===== src/rtl/core/podp_pkg.sv =====
package podp_pkg;

	// default sizing
	localparam int DEF_NUM_PORTS   = 16;
	localparam int DEF_COUNT_WIDTH = 16;
	localparam int DEF_NUM_LEVELS  = 3;
	localparam int MAX_LEVELS      = 3;

	// field and bus widths
	localparam int THR_W   = 16;
	localparam int PROB_W  = 17;
	localparam int CNT_O_W = 16;
	localparam int IN_W    = 8;
	localparam int OUT_W   = 40;
	localparam int CFG_AW  = 5;
	localparam int CFG_DW  = 32;

	localparam logic [PROB_W-1:0] PROB_CERTAIN = 17'h10000;
	localparam logic [THR_W-1:0]  ABS_THR_RST  = 16'hFFFF;

	typedef enum logic [1:0] {
		ACT_QUERY  = 2'd0,
		ACT_INSERT = 2'd1,
		ACT_REMOVE = 2'd2
	} act_t;

	typedef enum logic [2:0] {
		REG_ABS_THR   = 3'd0,
		REG_L0_LIMIT  = 3'd1,
		REG_L0_PROB   = 3'd2,
		REG_L1_LIMIT  = 3'd3,
		REG_L1_PROB   = 3'd4,
		REG_L2_LIMIT  = 3'd5,
		REG_L2_PROB   = 3'd6
	} reg_idx_t;

	typedef struct packed {
		logic [THR_W-1:0]                  abs_thr;
		logic [MAX_LEVELS-1:0][THR_W-1:0]  limit;
		logic [MAX_LEVELS-1:0][THR_W-1:0]  prob;
	} cfg_t;

	typedef struct packed {
		logic s1_vld;
		logic s2_vld;
	} pipe_st_t;

endpackage


===== src/rtl/core/port_occupancy_step_drop_probability_unit.sv =====
// Channel   Direction  Signals                        Word
// s_*       in         s_tvalid s_tready s_tdata[7:0]  action, port_index
// m_*       out        m_tvalid m_tready m_tdata[39:0] port_count, drop_prob
// APB       in/out     psel penable pwrite paddr ...   threshold registers
//
// Sustained rate one word per cycle while the output is not held. The counter store
// is read in the accept cycle, modified and written back from the read stage with
// forwarding to a following word; update stage and output register carry the result.
// Reset clears the per-port filled bits; unwritten ports read as zero, so
// there is no clearing pass and words are taken straight after reset.
// While an output word waits with m_tready low, the whole pipe holds.
module port_occupancy_step_drop_probability_unit #(
	parameter int NUM_PORTS   = podp_pkg::DEF_NUM_PORTS,
	parameter int COUNT_WIDTH = podp_pkg::DEF_COUNT_WIDTH,
	parameter int NUM_LEVELS  = podp_pkg::DEF_NUM_LEVELS
) (
	input  logic                        clk,
	input  logic                        arst_n,
	input  logic                        s_tvalid,
	output logic                        s_tready,
	input  logic [podp_pkg::IN_W-1:0]   s_tdata,   // [1:0] action, [5:2] port_index
	output logic                        m_tvalid,
	input  logic                        m_tready,
	output logic [podp_pkg::OUT_W-1:0]  m_tdata,   // [15:0] port_count, [32:16] drop_prob
	input  logic                        psel,
	input  logic                        penable,
	input  logic                        pwrite,
	input  logic [podp_pkg::CFG_AW-1:0] paddr,
	input  logic [podp_pkg::CFG_DW-1:0] pwdata,
	output logic [podp_pkg::CFG_DW-1:0] prdata,
	output logic                        pready
);
	import podp_pkg::*;

	cfg_t                   cfg;
	pipe_st_t               st;
	logic                   adv;
	logic                   acc;
	logic [COUNT_WIDTH-1:0] cnt_s2;
	logic [31:0]            cnt_x;
	logic [PROB_W-1:0]      prob;

	logic                   m_tvalid_q;
	logic [CNT_O_W-1:0]     pc_q;
	logic [PROB_W-1:0]      prob_q;

	// pipe moves whenever the output register is free or being emptied
	assign adv      = !m_tvalid_q || m_tready;
	assign s_tready = adv;
	assign acc      = s_tvalid && adv;

	podp_cfg u_cfg (
		.clk     (clk),
		.arst_n  (arst_n),
		.psel    (psel),
		.penable (penable),
		.pwrite  (pwrite),
		.paddr   (paddr),
		.pwdata  (pwdata),
		.prdata  (prdata),
		.pready  (pready),
		.cfg     (cfg)
	);

	podp_cnt #(
		.NUM_PORTS   (NUM_PORTS),
		.COUNT_WIDTH (COUNT_WIDTH)
	) u_cnt (
		.clk        (clk),
		.arst_n     (arst_n),
		.adv        (adv),
		.acc        (acc),
		.act        (s_tdata[1:0]),
		.port_index (s_tdata[5:2]),
		.cnt_s2     (cnt_s2),
		.st         (st)
	);

	podp_prob #(
		.NUM_LEVELS  (NUM_LEVELS),
		.COUNT_WIDTH (COUNT_WIDTH)
	) u_prob (
		.cnt  (cnt_s2),
		.cfg  (cfg),
		.prob (prob)
	);

	// reported count is the low 16 bits of the counter
	assign cnt_x = 32'(cnt_s2);

	always_ff @(posedge clk or negedge arst_n) begin
		if (!arst_n) begin
			m_tvalid_q <= 1'b0;
		end else if (adv) begin
			m_tvalid_q <= st.s2_vld;
		end
	end

	always_ff @(posedge clk) begin
		if (adv) begin
			pc_q   <= cnt_x[CNT_O_W-1:0];
			prob_q <= prob;
		end
	end

	assign m_tvalid = m_tvalid_q;
	assign m_tdata  = {{(OUT_W - PROB_W - CNT_O_W){1'b0}}, prob_q, pc_q};

`ifndef SYNTHESIS
	a_prob_range: assert property (@(posedge clk) disable iff (!arst_n)
		m_tvalid_q |-> prob_q <= PROB_CERTAIN)
		else $error("drop probability above certain");

	a_acc_to_s1: assert property (@(posedge clk) disable iff (!arst_n)
		acc |=> st.s1_vld)
		else $error("accepted word missing from read stage");

	a_s2_to_out: assert property (@(posedge clk) disable iff (!arst_n)
		adv && st.s2_vld |=> m_tvalid_q)
		else $error("updated count lost before output register");

	a_stall_hold: assert property (@(posedge clk) disable iff (!arst_n)
		!adv |=> $stable(cnt_s2) && $stable(st))
		else $error("pipe moved during output stall");
`endif

endmodule


===== src/rtl/core/podp_cfg.sv =====
module podp_cfg (
	input  logic                        clk,
	input  logic                        arst_n,
	input  logic                        psel,
	input  logic                        penable,
	input  logic                        pwrite,
	input  logic [podp_pkg::CFG_AW-1:0] paddr,
	input  logic [podp_pkg::CFG_DW-1:0] pwdata,
	output logic [podp_pkg::CFG_DW-1:0] prdata,
	output logic                        pready,
	output podp_pkg::cfg_t              cfg
);
	import podp_pkg::*;

	cfg_t       cfg_q;
	logic [2:0] idx;
	logic       wr;

	assign pready = 1'b1;
	assign idx    = paddr[4:2];
	assign wr     = psel && penable && pwrite && pready;
	assign cfg    = cfg_q;

	always_ff @(posedge clk or negedge arst_n) begin
		if (!arst_n) begin
			cfg_q.abs_thr <= ABS_THR_RST;
			cfg_q.limit   <= '0;
			cfg_q.prob    <= '0;
		end else if (wr) begin
			case (idx)
				REG_ABS_THR:  cfg_q.abs_thr  <= pwdata[THR_W-1:0];
				REG_L0_LIMIT: cfg_q.limit[0] <= pwdata[THR_W-1:0];
				REG_L0_PROB:  cfg_q.prob[0]  <= pwdata[THR_W-1:0];
				REG_L1_LIMIT: cfg_q.limit[1] <= pwdata[THR_W-1:0];
				REG_L1_PROB:  cfg_q.prob[1]  <= pwdata[THR_W-1:0];
				REG_L2_LIMIT: cfg_q.limit[2] <= pwdata[THR_W-1:0];
				REG_L2_PROB:  cfg_q.prob[2]  <= pwdata[THR_W-1:0];
				default: ;
			endcase
		end
	end

	always_comb begin
		case (idx)
			REG_ABS_THR:  prdata = CFG_DW'(cfg_q.abs_thr);
			REG_L0_LIMIT: prdata = CFG_DW'(cfg_q.limit[0]);
			REG_L0_PROB:  prdata = CFG_DW'(cfg_q.prob[0]);
			REG_L1_LIMIT: prdata = CFG_DW'(cfg_q.limit[1]);
			REG_L1_PROB:  prdata = CFG_DW'(cfg_q.prob[1]);
			REG_L2_LIMIT: prdata = CFG_DW'(cfg_q.limit[2]);
			REG_L2_PROB:  prdata = CFG_DW'(cfg_q.prob[2]);
			default:      prdata = '0;
		endcase
	end

endmodule


===== src/rtl/core/podp_cnt.sv =====
module podp_cnt #(
	parameter int NUM_PORTS   = podp_pkg::DEF_NUM_PORTS,
	parameter int COUNT_WIDTH = podp_pkg::DEF_COUNT_WIDTH
) (
	input  logic                   clk,
	input  logic                   arst_n,
	input  logic                   adv,
	input  logic                   acc,
	input  logic [1:0]             act,
	input  logic [3:0]             port_index,
	output logic [COUNT_WIDTH-1:0] cnt_s2,
	output podp_pkg::pipe_st_t     st
);
	import podp_pkg::*;

	localparam int AW = (NUM_PORTS > 1) ? $clog2(NUM_PORTS) : 1;

	logic [COUNT_WIDTH-1:0] mem [NUM_PORTS];
	logic [NUM_PORTS-1:0]   filled_q;

	logic                   port_ok;
	logic [AW-1:0]          addr;

	logic                   vld_s1;
	logic                   ok_s1;
	logic                   hit_s1;
	logic [1:0]             act_s1;
	logic [AW-1:0]          addr_s1;
	logic [COUNT_WIDTH-1:0] rd_s1;
	logic                   vld_s2;

	logic                   wr_vld_q;
	logic [AW-1:0]          wr_addr_q;
	logic [COUNT_WIDTH-1:0] wr_data_q;

	logic [COUNT_WIDTH-1:0] cnt_old;
	logic [COUNT_WIDTH-1:0] cnt_new;
	logic                   wr_en;

	assign addr    = AW'(port_index);
	assign port_ok = 32'(port_index) < NUM_PORTS;
	assign wr_en   = adv && vld_s1 && ok_s1;
	assign st      = '{s1_vld: vld_s1, s2_vld: vld_s2};

	// counter store: one read port, one write port, registered read
	always_ff @(posedge clk) begin
		if (acc) begin
			rd_s1 <= mem[addr];
		end
		if (wr_en) begin
			mem[addr_s1] <= cnt_new;
		end
	end

	// write-back of the previous word lands on the same edge as this read
	always_comb begin
		if (wr_vld_q && wr_addr_q == addr_s1) begin
			cnt_old = wr_data_q;
		end else if (hit_s1) begin
			cnt_old = rd_s1;
		end else begin
			cnt_old = '0;
		end
		case (act_s1)
			ACT_INSERT: cnt_new = (cnt_old == '1) ? cnt_old : cnt_old + COUNT_WIDTH'(1);
			ACT_REMOVE: cnt_new = (cnt_old == '0) ? cnt_old : cnt_old - COUNT_WIDTH'(1);
			default:    cnt_new = cnt_old;
		endcase
	end

	always_ff @(posedge clk or negedge arst_n) begin
		if (!arst_n) begin
			vld_s1   <= 1'b0;
			vld_s2   <= 1'b0;
			wr_vld_q <= 1'b0;
			filled_q <= '0;
		end else if (adv) begin
			vld_s1   <= acc;
			vld_s2   <= vld_s1;
			wr_vld_q <= wr_en;
			if (wr_en) begin
				filled_q[addr_s1] <= 1'b1;
			end
		end
	end

	always_ff @(posedge clk) begin
		if (acc) begin
			act_s1  <= act;
			addr_s1 <= addr;
			ok_s1   <= port_ok;
			hit_s1  <= port_ok && filled_q[addr];
		end
		if (adv) begin
			cnt_s2    <= ok_s1 ? cnt_new : '0;
			wr_addr_q <= addr_s1;
			wr_data_q <= cnt_new;
		end
	end

endmodule


===== src/rtl/core/podp_prob.sv =====
module podp_prob #(
	parameter int NUM_LEVELS  = podp_pkg::DEF_NUM_LEVELS,
	parameter int COUNT_WIDTH = podp_pkg::DEF_COUNT_WIDTH
) (
	input  logic [COUNT_WIDTH-1:0]      cnt,
	input  podp_pkg::cfg_t              cfg,
	output logic [podp_pkg::PROB_W-1:0] prob
);
	import podp_pkg::*;

	logic [31:0]      cnt_x;
	logic [THR_W-1:0] best;

	// certain from abs_thr up, else highest enabled step at or below the count; lower level wins a tie
	always_comb begin
		cnt_x = 32'(cnt);
		best  = '0;
		prob  = '0;
		if (cnt_x >= 32'(cfg.abs_thr)) begin
			prob = PROB_CERTAIN;
		end else begin
			for (int i = 0; i < NUM_LEVELS; i++) begin
				if (cfg.limit[i] != '0 && cnt_x >= 32'(cfg.limit[i]) && cfg.limit[i] > best) begin
					best = cfg.limit[i];
					prob = PROB_W'(cfg.prob[i]);
				end
			end
		end
	end

endmodule


===== config.mk =====
export PLATFORM = sky130hd
export DESIGN_NAME = port_occupancy_step_drop_probability_unit
export DESIGN_NICKNAME = d
export VERILOG_FILES = /design/src/rtl/core/podp_pkg.sv /design/src/rtl/core/port_occupancy_step_drop_probability_unit.sv /design/src/rtl/core/podp_cfg.sv /design/src/rtl/core/podp_cnt.sv /design/src/rtl/core/podp_prob.sv
export SDC_FILE = /design/constraint.sdc
export NUM_CORES = 1
export LEC_CHECK = 0
export CORE_ASPECT_RATIO = 1.1
export CORE_MARGIN = 1.5
export CORE_UTILIZATION = 37
export CTS_CLUSTER_DIAMETER = 50
export DETAILED_ROUTE_END_ITERATION = 12
export DONT_BUFFER_PORTS = 1
export GPL_ROUTABILITY_DRIVEN = 1
export PLACE_DENSITY_LB_ADDON = 0.25
export SLEW_MARGIN = 0
export SYNTH_ARGS = -nofsm -noshare
export SYNTH_HDL_FRONTEND = slang
export SYNTH_HIERARCHICAL = 1
export SYNTH_SLANG_ARGS = --single-unit

===== constraint.sdc =====
create_clock -name clk -period 16.9 [get_ports clk]
set_input_delay 1.69 -clock clk [delete_from_list [all_inputs] [get_ports clk]]
set_output_delay 1.69 -clock clk [all_outputs]
set_load 0.005 [all_outputs]

==> summary.txt, run 1 <==
Layout
  – Core Util, Final: 41.8%
  – P&R area growth vs syn: 11.1%
  – Fin nets: 1796
  – Final cell count without fillers: ~2500
  – Ant diodes: 0
  – Layout cell share with drive strength beyond 1: 24.4%

Drt
  – Antenna Nets Post-Route: 0
  – DRC Markers: 0
  – Drt initial violations: slightly below 1000
  – Vias: 14100
  – WL/cell: 23.4 µm
  – Via density: approximately 5.6
  – Routed wire length: 58800 µm
  – Pre-antenna DRT Iters: 5

STA
  – F_max: roughly 140 MHz
  – Max_slew headroom: 12.1%
  – Final worst path period share: a little over two fifths
  – Pins over their slew limit: 0
  – Hold Slack: about 0.47 ns
  – Setup TNS: 0 ns
  – Final hold vios: 0
  – Final setup viols: 0
  – RSZ-0062 raised after global routing: no
  – Worst slew pin tran: 1.32 ns
  – Post-route minimum period: 7.13 ns
  – Final Skew: 0.0379 ns

CTS
  – Post-CTS resize count: 0
  – Max Root-Sink Buffers: 3
  – Setup Buffers After CTS: 0
  – CTS Hold Buffers Added: 0
  – CTS tree: built
  – Sink Count: 464
  – CTS clk-pin slew, worst paths: 0.06 ns
  – Number of H-tree levels: 2
  – Clk_lat worst skew: 0.62 ns
  – Root buffer selected by CTS: clkbuf_16
  – Num CTS Buffers: 52

Place
  – Routability cong.: around 0.88
  – I/O Buffers: 0
  – Placed insts: 2414
  – Post-DP HPWL: around 38000 µm

Critical path
  – Setup crit end kind: flop
  – Critical Path AT: 7.46 ns
  – Setup crit start kind: flop
  – Crit path kind: reg2reg
  – Most used cell, CP: ha_1
  – Slowest stage delay, CP: 0.61 ns
  – Worst Path Max Fanout: 44
  – CP max-delay cell: edfxtp_1
  – Critical Path RT: 17.23 ns
  – Critical-path cell list: ha_1, a21oi_1, o21ai_0, and2b_2, nor2_1, and2_4, nand2_1, ha_1, nand4_1, or4_1, o211a_1, o211ai_4, buf_4, mux2_2, ha_1, nand4_1, or4_1, o21ai_1, a21oi_1, o22ai_2, buf_4, o21ai_0, o221a_1

Synthesis
  – Synthesized instance count: 1644
  – Synth Warn #: 6
  – Post-Syn Area: 23100 µm²
  – Syn Area/Cell: 14.1 µm²

Power and ir drop
  – LEAKAGE: 9.45 nW
  – Max IR drop VDD: 0.0840 mV
  – Clk pwr share: 29.3%
  – Cell Int Power: 0.00259 W
  – Sequential power share: 43.2%
  – Comb pwr share: 27.5%
  – Pwr Total: about 0.004 W
  – Pwr/cell area: 152 nW/µm²
  – Switching part of the total: about a third
  – Switching power: ~0.0013 W

Global routing
  – Largest net degree at the start of global routing: 133
  – Gr ovfl total: 0
  – Initial antenna violation count: 1
  – Total GRT Usage: 18.5%
  – First-pass GRT wire length: ~90000 µm
  – Vias in the first global route: roughly 14000

Hold path
  – Hold Crit Class: reg2reg

Floorplan
  – Die W: 241 µm
  – Starting Density: 37.7%
  – # rows: between 90 and 100
  – Die Area: 64000 µm²
  – IO Count: 127
  – Core Footprint: just over 60000 µm²
  – Die Y: 265 µm

Flow run
  – Max-Cap Viols: 0

Run status
  – Outcome: finished, final reports clean
[layout make-up]
class	instances	area, µm²
timing repair buffer	32	240
fill	5699	35700
inverter	94	353
clock inverter	34	350
tap	824	1030
multi-input combinational	1000	9020
clock buffer	64	1430
sequential	464	13300
[flip-flops by register name, indices dropped and copies added, names as in the netlist]
register	flops
pc_q	16
u_cnt/vld_s1	1
u_cnt/vld_s2	1
u_cnt/filled_q	16
u_cnt/addr_s1	4
u_cnt/wr_vld_q	1
u_cnt/rd_s1	16
u_cnt/act_s1	2
prob_q	17
u_cnt/hit_s1	1
u_cnt/wr_addr_q	4
u_cnt/cnt_s2	16
u_cnt/mem	256
u_cfg/cfg	112
m_tvalid	1
[stage by stage]
stage                     setup WS [ns]  area, µm²
after floorplan                   10.93      23200
after global placement             9.89      23900
final                              9.77      25700
after CTS                          9.84      25700
after detailed placement           9.91      23900
after global routing               9.28      25700
[power groups by stage]
stage | clock, W | combinational [W] | sequential (W)
after global routing | 0.00122 | 0.00119 | 0.00171
after CTS | 0.00117 | 0.00108 | 0.00169
after detailed placement | 0 | 0.00107 | 0.00171
after global placement | 0 | 0.00103 | 0.00171
after floorplan | 0 | 0.000852 | 0.00161
final | 0.00114 | 0.00107 | 0.00169
[layout by cell type (no fill, tap or decap), types with 7 or more instances in the layout]
| cell type | n |
|---|---|
| edfxtp_1 | 332 |
| mux2_2 | 125 |
| dfrtp_1 | 116 |
| ha_1 | 100 |
| inv_1 | 94 |
| mux4_2 | 86 |
| nand2_1 | 72 |
| o21ai_0 | 71 |
| a21oi_1 | 59 |
| clkbuf_16 | 54 |
| nor2_1 | 51 |
| buf_4 | 32 |
| mux2i_1 | 28 |
| nand3_1 | 27 |
| conb_1 | 24 |
| nand4_1 | 22 |
| o21a_1 | 20 |
| a31oi_1 | 18 |
| or3_1 | 17 |
| dfstp_2 | 16 |
| and3_1 | 16 |
| or2_2 | 16 |
| o221a_1 | 16 |
| nor2_2 | 15 |
| nand2b_1 | 14 |
| nor4_1 | 14 |
| nor3_1 | 13 |
| clkinv_2 | 12 |
| a222oi_1 | 11 |
| mux2_1 | 11 |
| nand3b_1 | 10 |
| o221ai_1 | 9 |
| nor2b_1 | 9 |
| o211ai_1 | 8 |
| a21o_1 | 8 |
| or4_1 | 7 |
| and3_2 | 7 |
[critical path: cells and delay by family, from the launching register on]
kind / cells / cell delay [ns]
mux: 1 / 0.37
flops: 1 / 0.61
compound gates: 9 / 1.63
buf+inv: 2 / 0.77
simple gates: 8 / 2.34
fa+ha+maj: 3 / 1.04
[layer usage]
metal	wire [µm]	global-route usage, %	vias to the layer above
met5	11	0	-
met4	2020	7.11	2
met3	2510	2.53	122
met2	30000	32.3	369
met1	24300	23.0	7261
li1	-	-	6326
[worst paths after layout]
path / from / to / slack, ns / depth (start not counted)
worst max register to register: u_cnt/cnt_s2[13] / prob_q[10] / 9.77 / 23
worst min register to register: u_cnt/filled_q[14] / u_cnt/filled_q[14] / 0.47 / 1
worst min-delay path: u_cnt/filled_q[14] / u_cnt/filled_q[14] / 0.47 / 1
min in group asynchronous: arst_n / u_cfg/cfg[17] / 0.79 / 0
worst max-delay path: u_cnt/cnt_s2[13] / prob_q[10] / 9.77 / 23
max in group asynchronous: arst_n / u_cfg/cfg[107] / 15.80 / 0
Note: power is estimated with default switching activity, not from simulation.
==> run 2: changes to the inputs <==
==> constraint.sdc (replaced) <==
create_clock -name clk -period 7.2 [get_ports clk]
set_input_delay 0.72 -clock clk [delete_from_list [all_inputs] [get_ports clk]]
set_output_delay 0.72 -clock clk [all_outputs]
set_load 0.005 [all_outputs]
==> summary.txt, run 2 (synthesis gave the netlist of run 1 again) <==
Drt
  – Antenna Nets Post-Route: 0
  – DRC Markers: 0
  – Via density: about 5.6
  – Routed wire length: between 50000 and 60000 µm
  – WL/cell: ~23 µm
  – Vias: 14100
  – Pre-antenna DRT Iters: 6
  – Drt initial violations: roughly 1100

Layout
  – Ant diodes: 0
  – Most frequent cells in the layout: edfxtp_1 (332), mux2_2 (125), dfrtp_1 (116)
  – Biggest register: u_cnt/mem
  – Commonest non-fill, non-tap cell in the layout: edfxtp_1
  – Max reg flops: 256
  – Fillcell total: 5641
  – Core Util, Final: 41.9%
  – Layout cell share with drive strength beyond 1: 24.5%
  – Fin nets: around 1800
  – P&R area growth vs syn: 11.2%

Place
  – Routability cong.: 0.910
  – Post-DP HPWL: 38000 µm
  – I/O Buffers: 0

STA
  – Final setup viols: 0
  – Pins over their slew limit: 0
  – Max_slew headroom: 13.8%
  – Final hold vios: 0
  – F_max: between 150 and 200 MHz
  – Final Skew: 0.0213 ns
  – Setup TNS: 0 ns
  – RSZ-0062 raised after global routing: no
  – Final worst path period share: approximately 90%
  – Worst slew pin tran: 1.29 ns
  – Post-route minimum period: 6.48 ns

Run status
  – Outcome: finished, final reports clean

Critical path
  – Critical Path AT: 6.83 ns
  – Critical path buffer and inverter count: 2
  – Critical Path RT: 7.55 ns
  – Worst Path Max Fanout: 44
  – Critical-path cell list: inv_1, ha_1, nand2_1, o21ai_0, a211o_1, and2_4, nand2_1, ha_1, a21oi_1, o21ai_0, a221o_1, or3_1, o211ai_4, mux2_2, ha_1, nand4_1, or4_1, o21ai_1, a21oi_1, o22ai_2, buf_4, o21ai_0, o221a_1
  – Setup crit start kind: flop
  – Crit path kind: reg2reg
  – Setup crit end kind: flop
  – R2R setup slack: 0.72 ns
  – CP max-delay cell: dfrtp_1
  – Slowest stage delay, CP: approximately 0.52 ns
  – Top delay family on crit path: compound AO/OA/AOI/OAI gates

Power and ir drop
  – Max IR drop VDD: approximately 0.18 mV
  – LEAKAGE: approximately 9.5 nW
  – Pwr/cell area: between 300 and 400 nW/µm²
  – Pwr Total: slightly above 0.009 W

Floorplan
  – Core Footprint: 61500 µm²
  – Die Y: ~270 µm
  – Die W: 241 µm
  – Die Area: 64000 µm²
  – IO Count: between 100 and 150
  – # rows: 95
  – Starting Density: 37.7%

CTS
  – Root buffer selected by CTS: clkbuf_16
  – CTS clk-pin slew, worst paths: 0.05 ns
  – Post-CTS resize count: 0
  – CTS tree: built
  – Max Root-Sink Buffers: 3
  – Clk_lat worst skew: 0.62 ns
  – Sink Count: approximately 460
  – Number of H-tree levels: 2
  – Setup Buffers After CTS: 0
  – Num CTS Buffers: 50

Global routing
  – Vias in the first global route: roughly 14000
  – Total GRT Usage: 18.4%
  – Largest net degree at the start of global routing: 133
  – First-pass GRT wire length: 88600 µm
  – Initial antenna violation count: 2
  – Gr ovfl total: 0

Flow run
  – Max-Cap Viols: 0

Hold path
  – Hold Crit Class: in2async
## run 2: cell count changes in the layout (fill, tap and decap cells not counted), sizes merged
cell / delta
clkinvlp: -4
inv: -2
buf: +21
clkbuf: +1
bufinv: -1
clkinv: -2
## run 2: layer usage
layer | track usage (%) | routed length (µm)
met5 | 0 | 24
met4 | 6.10 | 1560
met3 | 2.70 | 2540
met2 | 32.7 | 30200
met1 | 22.8 | 23900
## run 2: worst reg2reg max path: cells and delay by family, from the launching register on
family | cells | cell delay [ns]
AOI/OAI and AO/OA | 11 | 2.38
adders and majority gates | 3 | 0.92
buffers and inverters | 2 | 0.42
DFF | 1 | 0.52
muxes | 1 | 0.42
and+or+nand+nor | 6 | 1.57
## run 2: what timing repair did
item | 4_1_cts | 5_1_grt
endpoints found under the hold margin | 132 | 0
setup endpoints to repair | 0 | 0
hold buffers | 1 | 0
## run 2: path summary, 6_finish.rpt
path,start,end,depth (start not counted)
max,u_cfg/cfg[59],prob_q[8],23
min,arst_n,u_cfg/cfg[65],1
max reg2reg,u_cfg/cfg[59],prob_q[8],23
min reg2reg,u_cnt/vld_s2,m_tvalid,1
max in group asynchronous,arst_n,u_cfg/cfg[59],1
min in group clk,s_tdata[1],u_cnt/act_s1[1],0
## run 2: final cells by class
cell class | instances | area (µm²) | area share, %
Sequential cell | 464 | 13300 | 51.6
Multi-Input combinational cell | 1000 | 9020 | 35.0
Clock buffer | 65 | 1370 | 5.32
Tap cell | 824 | 1030 | 4.01
Timing Repair Buffer | 53 | 418 | 1.62
Inverter | 94 | 353 | 1.37
Clock inverter | 25 | 260 | 1.01
## run 2: power by group
group          leakage, nW  switching [W]  total, W  internal (W)
clock                0.795        0.00108   0.00254       0.00146
sequential            4.76       0.000312   0.00380       0.00349
combinational         3.94        0.00164   0.00272       0.00108
## run 2: stage by stage
stage | setup WS (ns) | hold slack [ns] | std cells | instance area [µm²]
detailed placement | 0.730 | 0.429 | 2433 | 24100
global route | 0.324 | 0.144 | 2525 | 25700
finish | 0.716 | 0.0751 | 2525 | 25700
floorplan | 1.23 | 0.421 | 1665 | 23200
CTS | 0.696 | 0.108 | 2524 | 25700
global placement | 0.753 | 0.428 | 2433 | 24100
==> run 3: changes to the inputs <==
--- a/config.mk
+++ b/config.mk
@@ -6,14 +6,14 @@
 export NUM_CORES = 1
 export LEC_CHECK = 0
 export CORE_ASPECT_RATIO = 1.1
-export CORE_MARGIN = 1.5
+export CORE_MARGIN = 3
 export CORE_UTILIZATION = 37
 export CTS_CLUSTER_DIAMETER = 50
 export DETAILED_ROUTE_END_ITERATION = 12
 export DONT_BUFFER_PORTS = 1
 export GPL_ROUTABILITY_DRIVEN = 1
 export PLACE_DENSITY_LB_ADDON = 0.25
-export SLEW_MARGIN = 0
+export SKIP_LAST_GASP = 1
 export SYNTH_ARGS = -nofsm -noshare
 export SYNTH_HDL_FRONTEND = slang
 export SYNTH_HIERARCHICAL = 1
==> summary.txt, run 3 (synthesis gave the netlist of run 1 again) <==
Drt
  – Pre-antenna DRT Iters: 6
  – DRT met1 WL: 24100 µm
  – Routed wire length: 58700 µm
  – Via density: 5.55
  – DRC Markers: 0
  – Drt initial violations: 908
  – Top sig layer: met4
  – WL met2: 30000 µm
  – WL/cell: about 23 µm
  – Met3 routed WL: 2770 µm
  – Vias: 14100
  – Antenna Nets Post-Route: 0

Critical path
  – Crit path kind: reg2reg
  – Setup crit end kind: flop
  – R2R setup slack: 0.69 ns
  – Critical Path RT: 7.54 ns
  – Critical Path AT: about 6.9 ns
  – Worst Path Max Fanout: 44
  – Setup crit start kind: flop

Floorplan
  – Starting Density: 37.7%
  – # rows: 95
  – IO Count: 127
  – Die Area: 65600 µm²
  – Die W: 244 µm
  – Die Y: around 270 µm
  – Core Footprint: 61500 µm²

Hold path
  – Hold Crit Class: in2async

Global routing
  – Vias in the first global route: 14500
  – Largest net degree at the start of global routing: 133
  – Gr ovfl total: 0
  – Total GRT Usage: 18.0%
  – Initial antenna violation count: 2
  – First-pass GRT wire length: about 90000 µm

STA
  – Final worst path period share: 90.5%
  – Setup WS post-layout: 0.687 ns
  – Final Skew: ~0.026 ns
  – Final setup viols: 0
  – Setup TNS: 0 ns
  – RSZ-0062 raised after global routing: no
  – Max_slew headroom: 30.4%
  – F_max: 154 MHz
  – Worst slew pin tran: around 1.0 ns
  – Post-route minimum period: 6.51 ns
  – Hold Slack: 0.102 ns
  – Final hold vios: 0
  – Pins over their slew limit: 0

Layout
  – Layout cell share with drive strength beyond 1: 24.6%
  – Area occupied by multi-input gates: 9020 µm²
  – Core Util, Final: 41.9%
  – Fillcell total: 5622
  – P&R area growth vs syn: 11.4%
  – Max reg flops: 256
  – Most frequent cells in the layout: edfxtp_1 (332), mux2_2 (125), dfrtp_1 (116)
  – Biggest register: u_cnt/mem
  – Commonest non-fill, non-tap cell in the layout: edfxtp_1
  – Fin nets: 1816
  – Register area: 13300 µm²

Place
  – Post-Place Setup Slack: 0.729 ns
  – I/O Buffers: 0
  – Post-DP HPWL: just under 40000 µm
  – Routability cong.: 0.898

Power and ir drop
  – Max IR drop VDD: approximately 0.23 mV
  – LEAKAGE: 9.50 nW
  – Pwr/cell area: around 350 nW/µm²

CTS
  – Root buffer selected by CTS: clkbuf_16
  – Post-CTS resize count: 0
  – Sink Count: approximately 460
  – Max Root-Sink Buffers: 3
  – CTS tree: built
  – Number of H-tree levels: 2
  – CTS clk-pin slew, worst paths: 0.06 ns
  – Clk_lat worst skew: slightly above 0.6 ns
  – Num CTS Buffers: between 50 and 60

Run status
  – Outcome: finished, final reports clean

Flow run
  – Max-Cap Viols: 0
==> run 3: final timing paths <==
kind	startpoint	endpoint	depth (start not counted)
worst max register to register	u_cnt/cnt_s2[0]	prob_q[14]	24
worst min-delay path	arst_n	u_cfg/cfg[49]	1
max in group asynchronous	arst_n	u_cfg/cfg[88]	1
min in group clk	s_tdata[1]	u_cnt/act_s1[1]	0
worst min register to register	u_cnt/filled_q[14]	u_cnt/filled_q[14]	1
worst max-delay path	u_cnt/cnt_s2[0]	prob_q[14]	24
==> run 3: report_power, final <==
part	internal [W]	switching [W]	total [W]
clock	0.00148	0.00107	0.00255
sequential	0.00349	0.000308	0.00380
combinational	0.00108	0.00166	0.00274
==> run 3: per-stage QoR <==
step / total power, W / std cells / area [µm²]
after floorplan: 0.00577 / 1665 / 23200
after global placement: 0.00648 / 2434 / 24100
after detailed placement: 0.00659 / 2434 / 24100
after CTS: 0.00920 / 2530 / 25800
after global routing: 0.00965 / 2530 / 25800
final: 0.00909 / 2532 / 25800
==> run 3: worst max-delay path, stage by stage, from the launching register on <==
cell and delay, ns:
edfxtp_1 0.51, inv_1 0.20, ha_1 0.26, nand2b_4 0.15, a2111oi_4 0.35, o31ai_2 0.13, a211o_1 0.31, and2_4 0.29
nand2_1 0.12, ha_1 0.24, a21oi_1 0.13, o21ai_0 0.14, a221o_1 0.33, or3_1 0.35, o211ai_4 0.36, mux2_2 0.41
ha_1 0.31, nand4_1 0.10, or4_1 0.46, o21ai_1 0.16, a21oi_1 0.06, o22ai_2 0.12, buf_4 0.33, o21ai_0 0.15
o221a_1 0.23
==> run 3: timing repair <==
item                      in CTS  in global routing
hold endpoints to repair     132                  0
buffers inserted               0                  0
hold buffers                   1                  0
==> run 3: final cells by class <==
cell class,instances,share of cell area [%]
Sequential cell,464,51.6
Multi-Input combinational cell,1000,35.0
Clock buffer,67,5.38
Tap cell,824,4.00
Timing Repair Buffer,53,1.62
Inverter,94,1.37
Clock inverter,28,1.02
Antenna cell,2,0.0194
==> run 3: per-layer routing <==
metal | up-vias | global-route usage (%)
met5 | - | 0
met4 | 0 | 6.10
met3 | 125 | 2.82
met2 | 356 | 31.9
met1 | 7194 | 22.5
li1 | 6377 | -
